<file path="config.mk">
export PLATFORM = sky130hd
export DESIGN_NAME = genotype_byte_decode_maf_core
export DESIGN_NICKNAME = d
export VERILOG_FILES = /design/src/hdl/gbd_pkg.sv /design/src/hdl/gbd_accum.sv /design/src/hdl/gbd_div.sv /design/src/hdl/genotype_byte_decode_maf_core.sv
export VERILOG_INCLUDE_DIRS = /design/src /design/src/hdl
export SDC_FILE = /design/constraint.sdc
export NUM_CORES = 1
export LEC_CHECK = 0
export BUFFER_PORTS_ARGS = -buffer_cell sky130_fd_sc_hd__buf_2
export CORE_MARGIN = 2
export CORE_UTILIZATION = 45
export DETAILED_ROUTE_END_ITERATION = 7
export GPL_ROUTABILITY_DRIVEN = 0
export MAX_ROUTING_LAYER = met4
export PLACE_DENSITY = 0.69
export REMOVE_ABC_BUFFERS = 1
export SLEW_MARGIN = 20
export SYNTH_ARGS = -nofsm -noshare
export SYNTH_HDL_FRONTEND = slang
export SYNTH_SLANG_ARGS = --single-unit
</file>
<file path="constraint.sdc">
create_clock -name clk_i -period 28.7 [get_ports clk_i]
set_clock_uncertainty 0.05 [all_clocks]
set_input_delay 2.87 -clock clk_i [delete_from_list [all_inputs] [get_ports clk_i]]
set_output_delay 2.87 -clock clk_i [all_outputs]
set_load 0.02 [all_outputs]
</file>
<file path="src/hdl/assert_macros.svh">
`ifndef ASSERT_MACROS_SVH
`define ASSERT_MACROS_SVH

// Same-cycle implication, checked on every rising edge outside reset.
`define ASSERT_IMPLIES(lbl, clk, rst_n, ante, cons) \
  lbl: assert property (@(posedge clk) disable iff (!rst_n) (ante) |-> (cons)) \
    else $error("%m: check failed");

// Next-cycle implication, checked on every rising edge outside reset.
`define ASSERT_NEXT(lbl, clk, rst_n, ante, cons) \
  lbl: assert property (@(posedge clk) disable iff (!rst_n) (ante) |=> (cons)) \
    else $error("%m: check failed");

`endif

</file>
<file path="src/hdl/gbd_pkg.sv">
package gbd_pkg;

  localparam int unsigned Lanes   = 4;
  localparam int unsigned DoseW   = 2;
  localparam int unsigned CntW    = 17;
  localparam int unsigned SumW    = 18;
  localparam int unsigned QuotW   = 18;
  localparam int unsigned FreqW   = 16;

  localparam logic [DoseW-1:0] DoseMissing = 2'd3;
  localparam logic [CntW-1:0]  CntMax      = '1;
  localparam logic [SumW-1:0]  SumMax      = '1;

  // Largest number of samples one variant may hold.
  localparam int unsigned      MaxSamples  = 65536;
  localparam logic [CntW-1:0]  CountCap    =
      CntW'((MaxSamples > 131071) ? 131071 : MaxSamples);

  typedef struct packed {
    logic [7:0] packed_byte;
    logic [3:0] keep_mask;
  } in_req_t;

  typedef struct packed {
    logic [DoseW-1:0] dosage_lane0;
    logic [DoseW-1:0] dosage_lane1;
    logic [DoseW-1:0] dosage_lane2;
    logic [DoseW-1:0] dosage_lane3;
    logic [Lanes-1:0] lanes_kept;
    logic             variant_done;
    logic             all_missing;
    logic [QuotW-1:0] mean_dosage;
    logic [FreqW-1:0] minor_freq;
    logic [CntW-1:0]  missing_total;
  } out_req_t;

  // Decoded byte plus the counter values after it has been counted.
  typedef struct packed {
    logic [Lanes-1:0][DoseW-1:0] dose;
    logic [Lanes-1:0]            kept;
    logic                        last;
    logic [CntW-1:0]             called;
    logic [CntW-1:0]             missing;
    logic [SumW-1:0]             sum;
  } acc_res_t;

  typedef enum logic [1:0] {
    StIdle,
    StMean,
    StMinor
  } gbd_state_e;

  typedef struct packed {
    logic div_start;
    logic sel_minor;
    logic set_mean;
    logic set_minor;
  } gbd_ctl_t;

  function automatic logic [DoseW-1:0] code_to_dose(input logic [1:0] code);
    logic [DoseW-1:0] d;
    unique case (code)
      2'b00:   d = 2'd2;
      2'b01:   d = DoseMissing;
      2'b10:   d = 2'd1;
      default: d = 2'd0;
    endcase
    return d;
  endfunction

endpackage

</file>
<file path="src/hdl/gbd_accum.sv">
module gbd_accum import gbd_pkg::*; (
  input  logic            clk_i,
  input  logic            rst_ni,
  input  logic            accept_i,
  input  in_req_t         req_i,
  input  logic [CntW-1:0] count_i,
  output acc_res_t        res_o
);

  logic [CntW-1:0]   pos_q, called_q, missing_q;
  logic [SumW-1:0]   sum_q;
  logic [CntW:0]     pos_ext, cnt_ext;
  logic [Lanes-1:0]  in_rng;
  logic [2:0]        called_inc, miss_inc;
  logic [3:0]        dose_inc;
  logic [CntW:0]     called_sum, miss_sum;
  logic [SumW:0]     dose_sum;

  always_comb begin
    pos_ext    = {1'b0, pos_q};
    cnt_ext    = {1'b0, count_i};
    called_inc = '0;
    miss_inc   = '0;
    dose_inc   = '0;
    res_o.last = (pos_ext + (CntW+1)'(Lanes)) >= cnt_ext;
    for (int j = 0; j < Lanes; j++) begin
      in_rng[j]     = (pos_ext + (CntW+1)'(j)) < cnt_ext;
      res_o.kept[j] = in_rng[j] && req_i.keep_mask[j];
      res_o.dose[j] = res_o.kept[j] ? code_to_dose(req_i.packed_byte[2*j +: 2])
                                    : DoseMissing;
      if (res_o.kept[j]) begin
        if (res_o.dose[j] == DoseMissing) begin
          miss_inc = miss_inc + 3'd1;
        end else begin
          called_inc = called_inc + 3'd1;
          dose_inc   = dose_inc + {2'b00, res_o.dose[j]};
        end
      end
    end
    // Adding the whole byte and then clamping equals clamping after each lane.
    called_sum    = {1'b0, called_q} + (CntW+1)'(called_inc);
    miss_sum      = {1'b0, missing_q} + (CntW+1)'(miss_inc);
    dose_sum      = {1'b0, sum_q} + (SumW+1)'(dose_inc);
    res_o.called  = called_sum[CntW] ? CntMax : called_sum[CntW-1:0];
    res_o.missing = miss_sum[CntW] ? CntMax : miss_sum[CntW-1:0];
    res_o.sum     = dose_sum[SumW] ? SumMax : dose_sum[SumW-1:0];
  end

  always_ff @(posedge clk_i or negedge rst_ni) begin
    if (!rst_ni) begin
      pos_q     <= '0;
      called_q  <= '0;
      missing_q <= '0;
      sum_q     <= '0;
    end else if (accept_i) begin
      if (res_o.last) begin
        pos_q     <= '0;
        called_q  <= '0;
        missing_q <= '0;
        sum_q     <= '0;
      end else begin
        pos_q     <= pos_q + CntW'(Lanes);
        called_q  <= res_o.called;
        missing_q <= res_o.missing;
        sum_q     <= res_o.sum;
      end
    end
  end

endmodule

</file>
<file path="src/hdl/gbd_div.sv">
module gbd_div import gbd_pkg::*; (
  input  logic             clk_i,
  input  logic             rst_ni,
  input  logic             start_i,
  input  logic [CntW-1:0]  dvd_hi_i,
  input  logic [QuotW-1:0] dvd_lo_i,
  input  logic [CntW-1:0]  dvsr_i,
  output logic             done_o,
  output logic [QuotW-1:0] quot_o
);

  localparam int unsigned StepW = $clog2(QuotW + 1);

  logic [CntW-1:0]  rem_q, rem_d, dvsr_q;
  logic [QuotW-1:0] q_q;
  logic [StepW-1:0] step_q;
  logic [CntW:0]    trial, diff;
  logic             ge;

  // One restoring step per cycle; the remainder always stays below the divisor.
  always_comb begin
    trial  = {rem_q, q_q[QuotW-1]};
    diff   = trial - {1'b0, dvsr_q};
    ge     = trial >= {1'b0, dvsr_q};
    rem_d  = ge ? diff[CntW-1:0] : trial[CntW-1:0];
    quot_o = {q_q[QuotW-2:0], ge};
    done_o = (step_q == StepW'(1));
  end

  always_ff @(posedge clk_i or negedge rst_ni) begin
    if (!rst_ni) begin
      step_q <= '0;
    end else if (start_i) begin
      step_q <= StepW'(QuotW);
    end else if (step_q != '0) begin
      step_q <= step_q - StepW'(1);
    end
  end

  always_ff @(posedge clk_i) begin
    if (start_i) begin
      rem_q  <= dvd_hi_i;
      q_q    <= dvd_lo_i;
      dvsr_q <= dvsr_i;
    end else if (step_q != '0) begin
      rem_q <= rem_d;
      q_q   <= quot_o;
    end
  end

endmodule

</file>
<file path="src/hdl/genotype_byte_decode_maf_core.sv">
// A byte that does not end its variant shows its request in the cycle after acceptance.
// A byte that ends a variant with called samples shows its request once the shared divider has run
// 18 steps for the mean and 18 for the minor frequency, and then the output register is loaded.
// Throughput: one byte per cycle inside a variant unless the output stalls; a closing byte with
// called samples holds off input until both divisions are done; one with none needs no division.
// Reset (rst_ni low, asynchronous) clears all counters, sets the sample count (sc_q) to 1, empties output.
module genotype_byte_decode_maf_core import gbd_pkg::*; (
  input  logic            clk_i,
  input  logic            rst_ni,
  input  logic            in_valid_i,
  output logic            in_ready_o,
  input  in_req_t         in_req_i,
  output logic            out_valid_o,
  input  logic            out_ready_i,
  output out_req_t        out_req_o,
  input  logic            cfg_we_i,
  input  logic [CntW-1:0] cfg_wdata_i
);

  gbd_state_e       state_q, state_d;
  gbd_ctl_t         ctl;
  acc_res_t         acc;
  out_req_t         out_q;
  logic             out_valid_q, out_valid_d;
  logic [CntW-1:0]  sc_q, count;
  logic [CntW-1:0]  den_q;
  logic [SumW-1:0]  sum_q, sum_cap, two_den, two_den_q, m_val;
  logic             accept, none_called;
  logic             div_done;
  logic [QuotW-1:0] div_quot;
  logic [CntW-1:0]  div_hi, div_dvsr;
  logic [QuotW-1:0] div_lo;

  assign accept      = in_valid_i && in_ready_o;
  assign in_ready_o  = (state_q == StIdle) && (!out_valid_q || out_ready_i);
  assign out_valid_o = out_valid_q;
  assign out_req_o   = out_q;
  assign none_called = (acc.called == '0);

  always_comb begin
    if (sc_q == '0) begin
      count = CntW'(1);
    end else if (sc_q > CountCap) begin
      count = CountCap;
    end else begin
      count = sc_q;
    end
  end

  always_ff @(posedge clk_i or negedge rst_ni) begin
    if (!rst_ni) begin
      sc_q <= CntW'(1);
    end else if (cfg_we_i) begin
      sc_q <= cfg_wdata_i;
    end
  end

  gbd_accum u_accum (
    .clk_i    (clk_i),
    .rst_ni   (rst_ni),
    .accept_i (accept),
    .req_i    (in_req_i),
    .count_i  (count),
    .res_o    (acc)
  );

  // The sum is capped at twice the called count. For the minor frequency,
  // min(sum, 2*den - sum) is chosen, which equals the smaller of the two numerators.
  always_comb begin
    two_den   = {acc.called, 1'b0};
    sum_cap   = (acc.sum > two_den) ? two_den : acc.sum;
    two_den_q = {den_q, 1'b0};
    m_val     = (sum_q <= {1'b0, den_q}) ? sum_q : (two_den_q - sum_q);
    if (ctl.sel_minor) begin
      div_hi   = {2'b00, m_val[SumW-1:3]};
      div_lo   = {m_val[2:0], 15'd0};
      div_dvsr = den_q;
    end else begin
      div_hi   = {1'b0, sum_cap[SumW-1:2]};
      div_lo   = {sum_cap[1:0], 16'd0};
      div_dvsr = acc.called;
    end
  end

  gbd_div u_div (
    .clk_i    (clk_i),
    .rst_ni   (rst_ni),
    .start_i  (ctl.div_start),
    .dvd_hi_i (div_hi),
    .dvd_lo_i (div_lo),
    .dvsr_i   (div_dvsr),
    .done_o   (div_done),
    .quot_o   (div_quot)
  );

  always_comb begin
    state_d = state_q;
    unique case (state_q)
      StIdle: begin
        if (accept && acc.last && !none_called) begin
          state_d = StMean;
        end
      end
      StMean: begin
        if (div_done) begin
          state_d = StMinor;
        end
      end
      StMinor: begin
        if (div_done) begin
          state_d = StIdle;
        end
      end
      default: state_d = StIdle;
    endcase
  end

  always_comb begin
    ctl = '0;
    unique case (state_q)
      StIdle: begin
        ctl.div_start = accept && acc.last && !none_called;
      end
      StMean: begin
        ctl.sel_minor = 1'b1;
        ctl.div_start = div_done;
        ctl.set_mean  = div_done;
      end
      StMinor: begin
        ctl.sel_minor = 1'b1;
        ctl.set_minor = div_done;
      end
      default: ctl = '0;
    endcase
  end

  always_comb begin
    out_valid_d = out_valid_q && !out_ready_i;
    if (accept && (!acc.last || none_called)) begin
      out_valid_d = 1'b1;
    end
    if (ctl.set_minor) begin
      out_valid_d = 1'b1;
    end
  end

  always_ff @(posedge clk_i or negedge rst_ni) begin
    if (!rst_ni) begin
      state_q     <= StIdle;
      out_valid_q <= 1'b0;
    end else begin
      state_q     <= state_d;
      out_valid_q <= out_valid_d;
    end
  end

  always_ff @(posedge clk_i) begin
    if (accept) begin
      out_q.dosage_lane0  <= acc.dose[0];
      out_q.dosage_lane1  <= acc.dose[1];
      out_q.dosage_lane2  <= acc.dose[2];
      out_q.dosage_lane3  <= acc.dose[3];
      out_q.lanes_kept    <= acc.kept;
      out_q.variant_done  <= acc.last;
      out_q.all_missing   <= acc.last && none_called;
      out_q.mean_dosage   <= '0;
      out_q.minor_freq    <= '0;
      out_q.missing_total <= acc.last ? acc.missing : '0;
      den_q               <= acc.called;
      sum_q               <= sum_cap;
    end
    if (ctl.set_mean) begin
      out_q.mean_dosage <= div_quot;
    end
    if (ctl.set_minor) begin
      out_q.minor_freq <= div_quot[FreqW-1:0];
    end
  end

`include "assert_macros.svh"

  `ASSERT_IMPLIES(a_plain_byte_no_stats, clk_i, rst_ni,
                  out_valid_o && !out_req_o.variant_done,
                  !out_req_o.all_missing && (out_req_o.mean_dosage == '0) &&
                  (out_req_o.minor_freq == '0) && (out_req_o.missing_total == '0))
  `ASSERT_IMPLIES(a_all_missing_zero, clk_i, rst_ni,
                  out_valid_o && out_req_o.all_missing,
                  out_req_o.variant_done && (out_req_o.mean_dosage == '0) &&
                  (out_req_o.minor_freq == '0))
  `ASSERT_IMPLIES(a_minor_le_half_mean, clk_i, rst_ni,
                  out_valid_o && out_req_o.variant_done,
                  {1'b0, out_req_o.minor_freq, 1'b0} <= out_req_o.mean_dosage)
  `ASSERT_NEXT(a_minor_done_shows, clk_i, rst_ni,
               (state_q == StMinor) && div_done,
               out_valid_o && out_req_o.variant_done && !out_req_o.all_missing)

endmodule
</file>
==> results.md <==
- Outcome: completed
- I/O pin count: ~100
- Final setup violation count: 0
- Die Area: slightly below 40,000 µm²
- Setup Buffers After CTS: 0
- PostCTS Resize Cnt: 0
- Antenna violations before repair: 0
- Hold path cells: 2
- Largest cells by area after synthesis: edfxtp_1, dfrtp_1, ha_1, nand2_1, a21oi_1
- Routed length per instance: between 15 and 20 µm
- Number of unique standard cell types used by synthesis: 76
- Clock sink total: about 240
- Routed Antenna Nets: 0
- Relative slew slack: roughly 25%
- First-pass GRT wire length: approximately 70 mm
- WHS: approximately 0.45 ns
- Cell Area, Synth: ~17,000 µm²
- Number of synthesized flops with an enable pin: ~150
- Largest net degree at the start of global routing: 85
- Final WL: roughly 41 mm
- Worst hold path class: flip-flop to flip-flop
- Tcrit/Tclk final: a little under two fifths
- YS warnings: 0
- Design area: between 15,000 and 20,000 µm²
- Initial DRT Pass Iterations: 6
- Starting density of the core: ~46%
- IO buf count: 100
- Clk buf depth: 3
- Seq/Total Area, Yosys: 40.8%
- Initial DRC Count: roughly 1,100
- Hold violation count in the final report: 0
- Drt drc: 0
- Critical Path Fanout Max: 17
- Max Slew Vio Count: 0
- Critical path launch point type: flip-flop
- MaxCap Viol Count: 0
- Pwr dens: about 96 nW/µm²
- DP HPWL: roughly 30 mm
- Yosys reg bits: around 240
- Die W: approximately 200 µm
- FP Rows: 70
- Worst slew pin tran: 1.12 ns
- CTS Buf Count: 28
- Post-synth ARST share: a little under two fifths
- M1 GR Usage: approximately 28%
- Post-synth top area share: 27.1%
- Via count: about 13,000
- H-tree depth: 1
- Buffer and inverter count on the worst path: 3
- Setup ws final: 17.92 ns
- Pleak: 8.20 nW
- Clk Tree Root Cell: clkbuf_16
- Fillers: roughly 3,300
- Fmax: 92.8 MHz
- Final nets: 2,001
- Hold_buf cts: 0
- Reg2reg path depth: 38
- Levels on crit path: 38
- Total GRT Usage: between 20% and 30%
- Number of global-route vias before repair: about 13,000
- Tot Pwr: roughly 1.8 mW
- Crit path kind: flip-flop to flip-flop
- Share of cells above drive strength 1: 12.1%
- Antenna Cells: 0
- Clock Pin Slew Worst Setup and Hold Paths: 0.06 ns
- Max IR drop VDD: between 0.00006 and 0.00007 V
- Worst skew pair latency: 0.57 ns
- Slowest CP cell: o31ai_1
- Syn Area/Cell: about 9.6 µm²
- CP max stage delay: approximately 0.72 ns
- Worst EP arrival: 11.05 ns
- Most used cell, CP: ha_1
- Synth area leader: edfxtp_1
- Placed inst area: 17,600 µm²
- Top_reg_cell synth: edfxtp_1
- Top Family by Delay on Critical Path: compound AO/OA/AOI/OAI gates
- Synthesis-to-layout area growth: 10.2%
- Via-per-instance ratio: about 5.8
- Post-Syn Instances: roughly 1,700
- GRT met3 Usage: under 10%
- Core area: 36,700 µm²
- CTS tree: built
- Crit path required time: between 20 and 30 ns
- CP Capture Type: flip-flop
- Unrepaired setup endpoints after global routing: no
- Pre-CTS worst setup slack: between 15 and 20 ns
- Post-route setup TNS: 0 ns
- Worst R2R Setup Slack: ~18 ns
- Met2 Use GR: between 30 and 40%
- Period minus WS final: approximately 11 ns
- Total grt overflow: 0
- GRT busiest layer: met2
- Die Height: ~200 µm
Yosys cell counts, drive strengths merged, types with 22 or more instances:
cell type and number:
nor3 22, dfrtp 91, mux2i 42, nor2 113, xor2 31, ha 164, inv 125, edfxtp 152
a211oi 22, o21ai 85, and2 63, clkbuf 74, nand2 187, xnor2 51, a21o 25, mux2 42
nand3 57, a21oi 109, o31ai 40, nand4 32
report_power, final:
group          internal (mW)  leakage [nW]  switching (mW)
logic                  0.331          5.03           0.515
registers              0.500          2.71          0.0647
clock network          0.217         0.458           0.150
sequential cells by signal (all words and copies together) (netlist names):
signal	flops
u_accum.sum_q	18
out_req_o	65
u_div.rem_q	17
u_accum.called_q	17
out_valid_o	1
state_q	2
u_div.step_q	5
sc_q	17
sum_q	18
u_div.dvsr_q	17
u_accum.missing_q	17
u_accum.pos_q	15
u_div.q_q	18
den_q	17
tightest hold or removal path: stages, from the launching register on:
cell,delay [ns]
dfrtp_1,0.35
nand2_1,0.05
o21ai_0,0.06
final cells by class:
type / instances / area, µm² / share of cell area (%)
clock buffers: 36 / 772 / 4.17
clock inverters: 15 / 164 / 0.885
inverters: 127 / 482 / 2.60
multi-input cells: 1283 / 9070 / 49.0
flip-flops and latches: 244 / 6870 / 37.1
well taps: 468 / 586 / 3.16
repair buffers: 111 / 586 / 3.16
placed cells by master, fill, tap and decap left out, types with 5 or more instances in the layout:
| cell | instances |
|---|---|
| nor2b_1 | 12 |
| o21a_1 | 6 |
| a21o_1 | 25 |
| fa_1 | 8 |
| nand2b_1 | 21 |
| o31a_1 | 5 |
| nor2_1 | 112 |
| and3_1 | 20 |
| clkinv_1 | 6 |
| clkbuf_1 | 5 |
| buf_2 | 99 |
| and2_1 | 62 |
| xnor2_1 | 51 |
| buf_4 | 12 |
| xor2_1 | 31 |
| o21ai_0 | 81 |
| edfxtp_1 | 152 |
| nor3_1 | 19 |
| a41oi_1 | 5 |
| ha_1 | 164 |
| mux2i_1 | 42 |
| and4_1 | 10 |
| dfrtp_1 | 91 |
| o211ai_1 | 15 |
| o2111ai_1 | 6 |
| o211a_1 | 6 |
| nand3_1 | 57 |
| mux2_2 | 42 |
| o21bai_1 | 5 |
| o31ai_1 | 40 |
| clkbuf_16 | 29 |
| a21oi_1 | 108 |
| nand4_1 | 30 |
| inv_1 | 123 |
| nand2_1 | 185 |
| nor4_1 | 16 |
| a211oi_1 | 20 |
| a31oi_1 | 15 |
layer usage:
metal  up-vias  share of wire [%]  wire, µm
met5         -                  0         0
met4         0                3.0      1260
met3       100                4.8      1990
met2       381                 48     20000
met1      6375                 44     18100
li1       6358                  -         -
through the flow:
step | utilization (%) | std cells
3_5_place_dp | 47.9 | 2233
3_3_place_gp | 47.9 | 2233
5_1_grt | 50.5 | 2284
6_report | 50.5 | 2284
4_1_cts | 50.5 | 2284
2_1_floorplan | - | 1654
path summary, 6_finish.rpt:
check | endpoint | start
setup reg to reg | u_div.rem_q[15] | sc_q[13]
setup / recovery | u_div.rem_q[15] | sc_q[13]
hold / removal | u_accum.sum_q[3] | u_accum.sum_q[3]
min in group asynchronous | u_accum.missing_q[11] | rst_ni
hold reg to reg | u_accum.sum_q[3] | u_accum.sum_q[3]
max in group asynchronous | u_accum.called_q[12] | rst_ni
kinds of logic (layout without fill, tap and decap cells):
family          after synthesis  in the layout  synth area share [%]
mux                          84             84                  5.31
fa+ha+maj                   172            172                  13.2
simple gates                574            574                  16.9
flops                       244            244                  40.8
buf+inv                     222            289                  5.28
compound gates              371            371                  14.2
xor+xnor                     82             82                  4.27
Note: power is estimated with default switching activity, not from simulation.
